File: src/rtl/ca3d_pkg.sv
// Shared types, codes and constants of the 3D cellular automaton step unit.
package ca3d_pkg;

    localparam int GRID_SIDE_DEF = 16;
    localparam int MASK_W        = 27;
    localparam int STATE_W       = 5;
    localparam int COUNT_W       = 5;
    localparam int COORD_W       = 4;
    localparam int SCOUNT_W      = 6;
    localparam int CFG_IDX_W     = 2;
    localparam int CFG_DATA_W    = 27;

    localparam logic [MASK_W-1:0]   SURVIVE_RST     = 27'd2;
    localparam logic [MASK_W-1:0]   BORN_RST        = 27'd10;
    localparam logic [SCOUNT_W-1:0] STATE_COUNT_RST = 6'd2;
    localparam logic                NEIGHBOR_RST    = 1'b1;

    typedef enum logic [1:0] {
        ACT_WRITE   = 2'd0,
        ACT_READ    = 2'd1,
        ACT_RECOUNT = 2'd2,
        ACT_STEP    = 2'd3
    } act_t;

    typedef enum logic [CFG_IDX_W-1:0] {
        REG_SURVIVE      = 2'd0,
        REG_BORN         = 2'd1,
        REG_STATE_COUNT  = 2'd2,
        REG_NEIGHBORHOOD = 2'd3
    } cfg_reg_t;

    typedef enum logic [2:0] {
        OP_IDLE    = 3'd0,
        OP_CLEAR   = 3'd1,
        OP_WRITE   = 3'd2,
        OP_READ    = 3'd3,
        OP_COMPUTE = 3'd4,
        OP_RECOUNT = 3'd5
    } op_t;

    typedef struct packed {
        logic [1:0]         action;
        logic [COORD_W-1:0] cell_x;
        logic [COORD_W-1:0] cell_y;
        logic [COORD_W-1:0] cell_z;
        logic [STATE_W-1:0] cell_value;
    } req_t;

    typedef struct packed {
        logic [STATE_W-1:0] cell_state;
        logic [COUNT_W-1:0] neighbor_total;
        logic [1:0]         action_done;
    } rsp_t;

    typedef struct packed {
        logic [MASK_W-1:0]  survive;
        logic [MASK_W-1:0]  born;
        logic [STATE_W-1:0] top;
        logic               von_neumann;
    } cfg_t;

    typedef struct packed {
        op_t  op;
        logic run;
        logic src_next;
        logic load_item;
        logic capture;
        logic load_out;
    } cmd_t;

    typedef struct packed {
        logic sweep_done;
    } stat_t;

endpackage

File: src/rtl/ca3d_ctrl.sv
// Controller state machine that sequences the actions of the step unit.
module ca3d_ctrl (
    input  logic           clk,
    input  logic           rst_n,
    input  logic           req_valid,
    input  logic [1:0]     req_action,
    output logic           req_ready,
    output logic           rsp_valid,
    input  logic           rsp_ready,
    input  ca3d_pkg::stat_t stat,
    output ca3d_pkg::cmd_t  cmd
);
    import ca3d_pkg::*;

    typedef enum logic [8:0] {
        S_CLEAR     = 9'b000000001,
        S_IDLE      = 9'b000000010,
        S_WRITE     = 9'b000000100,
        S_READ      = 9'b000001000,
        S_READ_WAIT = 9'b000010000,
        S_COMPUTE   = 9'b000100000,
        S_GAP       = 9'b001000000,
        S_COUNT     = 9'b010000000,
        S_FIN       = 9'b100000000
    } state_t;

    state_t state_reg, state_next;
    logic   step_reg, step_next;
    logic   rsp_valid_reg, rsp_valid_next;

    always_comb
    begin
        state_next     = state_reg;
        step_next      = step_reg;
        rsp_valid_next = rsp_valid_reg & ~rsp_ready;
        req_ready      = 1'b0;
        cmd            = '0;
        cmd.op         = OP_IDLE;
        case (state_reg)
            S_CLEAR:
            begin
                cmd.op  = OP_CLEAR;
                cmd.run = 1'b1;
                if (stat.sweep_done)
                begin
                    state_next = S_IDLE;
                end
            end
            S_IDLE:
            begin
                req_ready = 1'b1;
                if (req_valid)
                begin
                    cmd.load_item = 1'b1;
                    step_next     = (req_action == ACT_STEP);
                    case (req_action)
                        ACT_WRITE:   state_next = S_WRITE;
                        ACT_READ:    state_next = S_READ;
                        ACT_RECOUNT: state_next = S_COUNT;
                        default:     state_next = S_COMPUTE;
                    endcase
                end
            end
            S_WRITE:
            begin
                cmd.op     = OP_WRITE;
                state_next = S_FIN;
            end
            S_READ:
            begin
                cmd.op     = OP_READ;
                state_next = S_READ_WAIT;
            end
            S_READ_WAIT:
            begin
                cmd.op      = OP_READ;
                cmd.capture = 1'b1;
                state_next  = S_FIN;
            end
            S_COMPUTE:
            begin
                cmd.op  = OP_COMPUTE;
                cmd.run = 1'b1;
                if (stat.sweep_done)
                begin
                    state_next = S_GAP;
                end
            end
            S_GAP:
            begin
                state_next = S_COUNT;
            end
            S_COUNT:
            begin
                cmd.op       = OP_RECOUNT;
                cmd.run      = 1'b1;
                cmd.src_next = step_reg;
                if (stat.sweep_done)
                begin
                    state_next = S_FIN;
                end
            end
            S_FIN:
            begin
                if (!rsp_valid_reg || rsp_ready)
                begin
                    cmd.load_out   = 1'b1;
                    rsp_valid_next = 1'b1;
                    state_next     = S_IDLE;
                end
            end
            default:
            begin
                state_next = S_IDLE;
            end
        endcase
    end

    always_ff @(posedge clk or negedge rst_n)
    begin
        if (!rst_n)
        begin
            state_reg     <= S_CLEAR;
            step_reg      <= 1'b0;
            rsp_valid_reg <= 1'b0;
        end
        else
        begin
            state_reg     <= state_next;
            step_reg      <= step_next;
            rsp_valid_reg <= rsp_valid_next;
        end
    end

    assign rsp_valid = rsp_valid_reg;

endmodule

File: config.mk
export PLATFORM = sky130hd
export DESIGN_NAME = ca3d_ctrl
export DESIGN_NICKNAME = d
export VERILOG_FILES = /design/src/rtl/ca3d_pkg.sv /design/src/rtl/ca3d_ctrl.sv
export SDC_FILE = /design/constraint.sdc
export NUM_CORES = 1
export LEC_CHECK = 0
export ABC_CLOCK_PERIOD_IN_PS = 1980
export BUFFER_PORTS_ARGS = -buffer_cell sky130_fd_sc_hd__buf_2
export CORE_UTILIZATION = 50
export DETAILED_ROUTE_END_ITERATION = 16
export PLACE_DENSITY = 0.87
export SLEW_MARGIN = 20
export SYNTH_ARGS = -nofsm -noshare
export SYNTH_HDL_FRONTEND = slang
export SYNTH_SLANG_ARGS = --single-unit
File: constraint.sdc
create_clock -name clk -period 1.98 [get_ports clk]
set_clock_uncertainty 0.05 [all_clocks]
set_input_delay 0.198 -clock clk [delete_from_list [all_inputs] [get_ports clk]]
set_output_delay 0.198 -clock clk [all_outputs]
set_load 0.005 [all_outputs]
* Word level (Yosys, flattened, before mapping)
Index checks and enable logic that the tools add are counted.
Storage, ports and cells: flip-flop bits (word level) 11, word-level logic and storage cells 48
Cells by class: equal/unequal tests 17, multiplexer cells 18, bitwise gates (word level) 2, reduce and logical (&&, ||, !) cells 8
Operator list (number):
- 9-bit one-hot mux with 8 select lines | 1
- 9-bit two-way mux | 5
- 8-bit one-hot mux with 3 select lines | 1
- 3-bit one-hot mux with 5 select lines | 1
- 1-bit two-way mux | 10
- 2-bit != test (second input constant) | 5
- 9-bit by 1-bit == test with 1-bit output (second input constant) | 1
- 9-bit by 2-bit == test with 1-bit output (second input constant) | 1
- 9-bit by 3-bit == test with 1-bit output (second input constant) | 1
- 9-bit by 4-bit == test with 1-bit output (second input constant) | 1
- 9-bit by 5-bit == test with 1-bit output (second input constant) | 1
- 9-bit by 6-bit == test with 1-bit output (second input constant) | 1
- 9-bit by 7-bit == test with 1-bit output (second input constant) | 1
- 9-bit by 8-bit == test with 1-bit output (second input constant) | 1
- 9-bit == test (second input constant) | 1
- 5-bit AND reduction | 1
- 2-bit == test (second input constant) | 2
- 2-bit OR reduction | 2
- 3-bit OR reduction | 1
- 2-bit by 1-bit == test with 1-bit output (second input constant) | 1
- 2-bit logical NOT | 1
- 2-bit AND reduction | 1
- 1-bit bitwise AND | 1
- 1-bit logical NOT | 1
- other kinds (2) | 2

* Logic depth before layout (Yosys ltp)
Gate-level depths: netlist of run 1.
depth in word-level cells 4, gate-level depth with buffers 5

* Worst setup path before layout of run 1
Ideal clock, no wire load.
path kind register to register, start point register state_reg[0], end point register state_reg[1], library setup time 110 ps, arrival time 1563 ps, slack 256 ps, cell stages (with the launch flop) 6, buffers on the path 1, clock period less this slack 1724 ps, path through dfstp_2 clkbuf_1 xor2_1 o2111ai_1 o21ai_1 o41ai_1
Between the ends: word-level cells in the longest chain between the ends 3
RTL lines:
- start: declaration | RTL line ca3d_ctrl.sv:27 | state_t state_reg, state_next;
- start signal: assignment | RTL line ca3d_ctrl.sv:129 | state_reg <= state_next;
- 9-bit by 5-bit == test with 1-bit output (tied with other cells) | RTL line ca3d_ctrl.sv:39 | case (state_reg)
- 2-bit OR reduction (no source line) / 2-bit != test (equally long branches)
- 9-bit one-hot mux with 8 select lines / 5-bit AND reduction (equally long branches)
Parallel ways exist; a longest one is shown, timed or not. A chain may end at the register's enable or synchronous reset.

==> results of run 1 <==
what timing repair did:
action,4_1_cts,5_1_grt
endpoints found under the hold margin,11,0
pin swaps,1,5
setup buffers,1,6
gates resized for setup,1,8
hold buffers,1,0
setup endpoints to repair,2,6
stage by stage:
step,cell area (sq um),instances
global route,987.2,122
CTS,913.4,116
finish,987.2,122
global placement,863.3,110
detailed placement,863.3,110
floorplan,764.5,81
worst register-to-register path, stage by stage, from the launching register on:
cell and delay [ps]:
dfstp_2 640, xor2_1 110, o2111ai_1 310, o21ai_1 170
o41ai_1 400
layer usage:
| metal | global-route usage (%) | part of all wire (%) |
|---|---|---|
| met1 | 30.17 | 46 |
| met2 | 35.16 | 48 |
| met3 | 3.261 | 5.0 |
| met5 | 0 | 0 |
| met4 | 14.52 | 1.3 |
final cells by class:
class                      instances  share of cell area (%)
clock buffer                       4                   2.662
inverter                           3                   1.141
multi-input combinational         60                   47.78
sequential                        11                   28.26
tap                               15                   1.901
timing repair buffer              29                   18.25
kinds of logic after synthesis:
family / after synthesis
AOI/OAI and AO/OA: 16
xor gates and xnor gates: 7
buffers and inverters: 10
DFF: 11
muxes: 1
and+or+nand+nor: 36
power groups by stage:
stage | logic [mW] | clock network (mW) | registers [mW]
5_1_grt | 0.779 | 0.164 | 0.349
4_1_cts | 0.618 | 0.151 | 0.330
3_5_place_dp | 0.591 | 0 | 0.334
6_report | 0.719 | 0.145 | 0.341
3_3_place_gp | 0.579 | 0 | 0.332
2_1_floorplan | 0.426 | 0 | 0.318
synthesized netlist by cell type (all sizes together):
master   number
o32ai         1
nand3b        1
buf           4
xor2          3
o211ai        1
nand4b        1
and2          1
o21bai        1
nor4          3
o2111a        1
nor2b         1
nand3         2
a2bb2oi       1
and3          1
a32o          1
nor4b         2
mux2          1
o31ai         1
dfstp         1
nor2          6
nor3          4
o2111ai       1
xnor2         4
o41ai         1
nor3b         3
dfrtp        10
clkbuf        3
nand2b        2
nand4         1
or3           1
o21ai         5
nand2         6
inv           3
and4b         1
o2bb2ai       2
worst max path at each step:
| stage | start | end | slack, ps | cells past startpoint |
|---|---|---|---|---|
| after floorplan | state_reg[0] | state_reg[1] | 260 | 5 |
| after global placement | state_reg[6] | step_reg | 220 | 4 |
| after detailed placement | state_reg[0] | state_reg[1] | 190 | 4 |
| after CTS | state_reg[8] | cmd[5] | 10 | 5 |
| after global routing | state_reg[6] | cmd[5] | -40 | 4 |
| final | state_reg[6] | cmd[7] | 40 | 5 |
==> results.md, run 1 <==
- Status: finished clean
- CTS tree: built
- Number of global-route vias before repair: 600
- Final GP Congestion: ~0.88
- Htree depth: 1
- Worst-path clk slew: around 70 ps
- Initial antenna violation count: 0
- Synth Area in Compound Gates: 15.88%
- Post-route ant nets: 0
- TNS Setup: 0 ps
- Hold Crit Start: req_action[0]
- Top delay family on crit path: simple AND/OR/NAND/NOR gates
- Area taken by multi-input logic gates: around 470 sq um
- Commonest non-fill, non-tap cells in the layout: buf_2 (16), buf_4 (12), dfrtp_1 (8)
- First-pass detailed-route iteration total: 4
- Overall Power: around 1.2 mW
- Post-Syn Instances: 81
- Global Route Usage Sum: between 20 and 25%
- Xor/xnor cell area share of the yosys netlist: about 8%
- NetSw: 479.9 uW
- Sw frac: 39.79%
- Die ar.: between 0.0015 and 0.002 sq mm
- PwrDens: 1222 mW/mm^2
- Filler Cells Inserted: 108
- CP arrival: 1690 ps
- Max-slew headroom: 75.86%
- Setup WS pre-CTS: slightly below 200 ps
- Top cell by count, worst path: buf_4
- Pleak: 0.4532 nW
- Vias/cell: between 5 and 6
- Register bit total from synthesis: 11
- Register area: 279.0 sq um
- Largest register FFs: 9
- Final Slew Violations: 0
- R2R Path End: state_reg[1]
- Hold path depth: 2
- Synth Area in Adders: 0%
- Seq/Total Area, Yosys: 36.17%
- Proportion of layout cells with a drive suffix above 1: 42.06%
- Mapped Avg Cell Area: between 9 and 10 sq um
- Cell Chain, Critical Path: buf_4 -> nor4_2 -> buf_4 -> and3_1 -> buf_2
- Final setup vio count: 0
- Post-Synth Simple-Gate Area: 31.59%
- Worst path required time: about 1700 ps
- Worst-path fanout max: 6
- Cell Int Power: 726.3 uW
- Hold Slack: 73.77 ps
- CP Capture Type: output pin
- Drt drc: 0
- CP max stage cell: dfrtp_2
- Overflow after GRT: 0
- N_diodes: 0
- First-pass GRT wire length: between 2000 and 2500 microns
- Most common cell after layout, fill and taps aside: buf_2
- Startpoint types: register
- Synth area leader: dfrtp_1
- First-iteration detailed-routing DRC count: 13
- Final Routed Wirelength: 1764 microns
- R2r startpoint: state_reg[0]
- Final WS setup: 40.47 ps
- F_max: 515.6 MHz
- # rows: 13
- Syn nets: 88
- Unrepaired setup endpoints after global routing: true
- Clk Latency, worst-skew pair: ~260 ps
- Die height: between 40 and 50 microns
- Via Count: between 700 and 800
- Main combinational cell family by area after synthesis: simple AND/OR/NAND/NOR gates
- Post-DP HPWL: 1228 microns
- Mux contribution to synthesized area: 1.964%
- Final min period: 1940 ps
- Top cells by area, synth: dfrtp_1 (33%), xnor2_1 (4.6%), dfstp_2 (3.4%)
- Share of the synthesized area in the top cell type: 32.73%
- Count of buffers from port buffering: 16
- Unique masters post-synth: 41
- Combinational Power Share: 59.6%
- Final Hold Viols: 0
- Initial Util: 55.95%
- Io pins: 17
- Buf+Inv Stages, Crit Path: 3
- Measured slew at the worst slew-check pin: 362.1 ps
- Worst Hold Path EP: state_reg[2]
- Clock share of power: approximately 12%
- Max-cap violation count: 0
- WL per Instance: 14.46 microns
- Area growth from synthesis to layout: 29.13%
- Setup slack, reg-to-reg: 180 ps
- Slowest Stage Delay on Critical Path: 460 ps
- Largest net degree at the start of global routing: 12
- VDD IR max: roughly 0.71 mV
- Worst r2r path cells: 4
- CTS buffer count: 3
- Synth warn: 0
- Width of the chip: a little over 40 microns
- End-of-flow core utilization: 72.25%
- Buffer levels on the longest clock path: 2
- Flop pwr share: 28.3%
- Nets: 115
- Sink Count: 11
- Worst min path class: in2reg
- Root buffer cell: clkbuf_4
- Crit Path Class: reg2out
- Core area: 0.001366 sq mm
- Post-Syn Area: around 760 sq um
- Final cycle utilization of the critical path: 97.96%
No activity file was read; power rests on OpenSTA's default activity.
==> run 2: changes to the inputs <==
--- a/config.mk
+++ b/config.mk
@@ -16 +16,2 @@
 export SYNTH_SLANG_ARGS = --single-unit
+export TNS_END_PERCENT = 5
==> constraint.sdc (replaced) <==
create_clock -name clk -period 1.98 [get_ports clk]
set_clock_uncertainty 0.05 [all_clocks]
set_input_delay 0.297 -clock clk [delete_from_list [all_inputs] [get_ports clk]]
set_output_delay 0.297 -clock clk [all_outputs]
set_load 0.005 [all_outputs]
==> run 2 against run 1 <==
Effect of this change:
- the run now ends with negative setup slack left
- register-to-register slack worse by 40 ps
- via count down 1.3%
- power down 2.9%
- sequential share of layout area up 1.0 points
- critical endpoint is now cmd[0]
- largest cell class unchanged
==> results.md, run 2 (synthesis gave the netlist of run 1 again) <==
- PwrDens: 1229 mW/mm^2
- Fin cells: 117
- Via Count: 699
- # rows: 13
- Count of buffers from port buffering: 16
- Worst-path fanout max: 7
- First-iteration detailed-routing DRC count: 14
- Slowest Stage Delay on Critical Path: roughly 470 ps
- DP Area: 863.3 sq um
- N_diodes: 0
- CP Launch Point: state_reg[5]
- Overall Power: approximately 1.2 mW
- VDD IR max: 0.6517 mV
- Global Route Usage Sum: 23.56%
- Hold Crit Start: req_action[0]
- Max-slew headroom: 71.45%
- Area growth from synthesis to layout: 24.71%
- Final Routed Wirelength: 1747 microns
- Htree depth: 1
- Pleak: 0.4271 nW
- Sink Count: 11
- Vias/cell: 5.974
- Unrepaired setup endpoints after global routing: true
- Largest register FFs: 9
- TNS Setup: -64.69 ps
- Worst path required time: 1630 ps
- Nets: 110
- Final Hold Viols: 0
- Core area: around 0.0014 sq mm
- Io pins: 17
- Finished Cell Area: 953.4 sq um
- First-pass detailed-route iteration total: 4
- Die height: 41.10 microns
- Number of global-route vias before repair: 596
- Buffer levels on the longest clock path: 2
- Failing checks: negative setup slack
- Drt drc: 0
- Width of the chip: 41.10 microns
- Proportion of layout cells with a drive suffix above 1: a little under 40%
- WL per Instance: 14.93 microns
- Status: finished, violations left
- Crit Path Class: reg2out
- Max-cap violation count: 0
- Root buffer cell: clkbuf_4
- Initial antenna violation count: 0
- CTS tree: built
- Largest net degree at the start of global routing: 12
- Final setup vio count: 2
- R2r startpoint: state_reg[4]
- Initial Util: 55.95%
- Measured slew at the worst slew-check pin: 424.7 ps
- Final min period: 2019 ps
- Commonest non-fill, non-tap cells in the layout: buf_2 (15), dfrtp_1 (8), buf_4 (7)
- Die ar.: 0.001689 sq mm
- CP Capture Type: output pin
- Worst-path clk slew: 70 ps
- First-pass GRT wire length: 2518 microns
- Startpoint types: register
- CP max stage cell: dfrtp_2
- Cell Chain, Critical Path: nor4_4 -> nand4b_1 -> nor2b_1 -> buf_2
- Placed cell count: 110
- Final GP Congestion: 0.9336
- Final Slew Violations: 0
- Top delay family on crit path: simple AND/OR/NAND/NOR gates
- Overflow after GRT: 0
- CTS buffer count: 3
- Clk Latency, worst-skew pair: around 260 ps
- Post-route ant nets: 0
- Most common cell after layout, fill and taps aside: buf_2
- Post-DP HPWL: 1291 microns
- Final cycle utilization of the critical path: 102.0%
- Buf+Inv Stages, Crit Path: 1
- Final WS setup: -39.23 ps
- CP arrival: approximately 1700 ps
- End-of-flow core utilization: 69.78%
- Worst min path class: in2reg
- F_max: approximately 500 MHz
[run 2: repair_timing]
action,4_1_cts,5_1_grt
hold buffers,1,0
endpoints found under the hold margin,10,0
resized for setup,5,5
buffers inserted,2,0
pin swaps,3,1
setup endpoints to repair,5,7
[run 2: cell type report]
| type | instances | area (sq um) |
|---|---|---|
| flip-flops and latches | 11 | 279.0 |
| clock buffers | 4 | 26.28 |
| inverters | 3 | 11.26 |
| repair buffers | 24 | 148.9 |
| well taps | 15 | 18.77 |
| fillers | 127 | 412.9 |
| multi-input cells | 60 | 469.2 |
[run 2: power by group]
part           switching, mW  internal, mW  total (mW)
registers             0.0627         0.277       0.340
logic                  0.342         0.341       0.683
clock network         0.0711        0.0779       0.149
[run 2: routing by layer]
| metal | vias up | GRT usage [%] | part of all wire (%) |
|---|---|---|---|
| li1 | 343 | - | - |
| met1 | 329 | 31.53 | 45 |
| met2 | 25 | 37.89 | 49 |
| met3 | 2 | 1.630 | 5.3 |
| met4 | 0 | 12.10 | 0.69 |
| met5 | - | 0 | 0 |
[run 2: final timing paths]
path / depth (start not counted) / slack, ps / end
min in group asynchronous: 2 / 390 / state_reg[8]
worst max register to register: 4 / 140 / state_reg[7]
max in group asynchronous: 2 / 1220 / state_reg[0]
worst max-delay path: 4 / -40 / cmd[0]
worst min register to register: 1 / 480 / step_reg
worst min-delay path: 2 / 170 / state_reg[2]
[run 2: per-stage QoR]
stage	worst slack (ps)	hold WS, ps
6_report	-39.23	172.0
5_1_grt	-93.94	166.6
4_1_cts	-14.82	157.1
3_5_place_dp	120.5	129.2
3_3_place_gp	184.2	123.5
2_1_floorplan	210.5	-48.59
==> run 3: changes to the inputs <==
--- a/config.mk
+++ b/config.mk
@@ -12,2 +12,3 @@
 export PLACE_DENSITY = 0.87
+export SKIP_LAST_GASP = 1
 export SLEW_MARGIN = 20
==> constraint.sdc (replaced) <==
create_clock -name clk -period 1.98 [get_ports clk]
set_clock_uncertainty 0.05 [all_clocks]
set_input_delay 0.099 -clock clk [delete_from_list [all_inputs] [get_ports clk]]
set_output_delay 0.099 -clock clk [all_outputs]
set_load 0.005 [all_outputs]
==> run 3 against run 2 <==
Effect of this change:
- the run now ends clean
- via count decreased by 7.6%
- largest power group unchanged
- worst hold slack got worse by 150 ps
- die area unchanged
- first-iteration DRC count decreased by 14%
==> results.md, run 3 (synthesis gave the netlist of run 1 again) <==
- Io pins: 17
- Final Routed Wirelength: 1574 microns
- N_diodes: 0
- First-pass GRT wire length: approximately 2400 microns
- CP arrival: 1730 ps
- Nets: 107
- Max-cap violation count: 0
- Max-slew headroom: 76.03%
- Count of buffers from port buffering: 16
- Die ar.: 0.001689 sq mm
- PwrDens: 1176 mW/mm^2
- Clk Latency, worst-skew pair: ~260 ps
- TNS Setup: 0 ps
- Finished Cell Area: 914.6 sq um
- Sink Count: 11
- Root buffer cell: clkbuf_4
- Most common cell after layout, fill and taps aside: buf_2
- Worst min path class: in2reg
- Largest net degree at the start of global routing: 12
- Worst-path clk slew: approximately 60 ps
- Crit Path Class: reg2out
- Initial antenna violation count: 0
- # rows: 13
- Final Hold Viols: 0
- Status: finished clean
- Slowest Stage Delay on Critical Path: 480 ps
- Setup Buffers After CTS: 0
- First-pass detailed-route iteration total: 4
- Final cycle utilization of the critical path: 94.67%
- Worst-path fanout max: 7
- Pleak: 0.4071 nW
- WL per Instance: 13.81 microns
- Vias/cell: 5.667
- Measured slew at the worst slew-check pin: ~360 ps
- Unrepaired setup endpoints after global routing: true
- VDD IR max: 0.6144 mV
- Register area: 280.3 sq um
- Filler Cells Inserted: approximately 120
- Htree depth: 1
- Die height: 41.10 microns
- CTS tree: built
- Initial Util: 55.95%
- CP max stage cell: dfrtp_2
- Drt drc: 0
- Global Route Usage Sum: 22.01%
- Area growth from synthesis to layout: 19.64%
- Startpoint types: register
- Largest register FFs: 9
- Final GP Congestion: 0.9431
- Worst path required time: 1830 ps
- Overall Power: 1.076 mW
- Final min period: 1875 ps
- First-iteration detailed-routing DRC count: 12
- F_max: approximately 530 MHz
- Width of the chip: 41.10 microns
- Overflow after GRT: 0
- DP Area: ~840 sq um
- Final setup vio count: 0
- Final Slew Violations: 0
- Proportion of layout cells with a drive suffix above 1: 34.34%
- Number of global-route vias before repair: 542
- Post-route ant nets: 0
- Buffer levels on the longest clock path: 2
- CP Capture Type: output pin
- Core area: between 0.001 and 0.0015 sq mm
- Commonest non-fill, non-tap cells in the layout: buf_2 (16), dfrtp_1 (7), nor2_1 (5), nand2_1 (5)
- Post-DP HPWL: 1176 microns
- Cell Chain, Critical Path: nor4_4 -> and4b_4 -> nand2_4 -> inv_1 -> buf_2
- Via Count: 646
- CTS buffer count: 3
- Area taken by multi-input logic gates: roughly 450 sq um
-- run 3: worst paths after layout --
check,startpoint,endpoint,slack [ps],cells past startpoint
min in group asynchronous,rst_n,state_reg[6],180,2
hold reg to reg,state_reg[0],state_reg[0],480,2
max in group asynchronous,rst_n,state_reg[0],1440,2
hold / removal,stat,state_reg[0],20,4
setup / recovery,state_reg[4],cmd[2],110,5
setup reg to reg,state_reg[4],step_reg,210,4
-- run 3: per-stage QoR --
stage	utilization (%)	setup slack (ps)	instances	hold WS, ps
after floorplan	-	256.3	81	-246.6
after global placement	61.54	242.9	107	-72.06
after detailed placement	61.54	190.2	107	-74.05
after CTS	65.66	5.965	114	10.06
after global routing	66.94	-8.035	114	27.95
final	66.94	105.5	114	19.08
-- run 3: worst max-delay path, delay by kind of cell, from the launching register on --
family / cells / cell delay, ps
buffers and inverters: 2 / 150
AND/OR/NAND/NOR: 3 / 830
flip-flops: 1 / 480
-- run 3: repair_timing --
action | 4_1_cts | 5_1_grt
endpoints found under the hold margin | 13 | 0
hold buffers | 3 | 0
setup endpoints to repair | 0 | 5
gates resized for setup | 0 | 6
-- run 3: per-layer routing --
layer	up-vias	wire length, microns	GRT usage (%)
met4	0	12	12.10
met5	-	0	0
li1	336	-	-
met3	2	59	1.630
met2	16	733	33.98
met1	292	769	30.45
-- run 3: power breakdown --
part | total (mW) | switching (mW) | internal (mW)
sequential | 0.368 | 0.0910 | 0.277
combinational | 0.563 | 0.279 | 0.284
clock | 0.145 | 0.0674 | 0.0778
total | 1.08 | 0.437 | 0.638
-- run 3: final cells by class --
cell class | instances | share of cell area [%]
timing repair buffer | 21 | 13.68
inverter | 3 | 1.231
tap | 15 | 2.052
sequential | 11 | 30.64
multi-input combinational | 60 | 49.52
clock buffer | 4 | 2.873
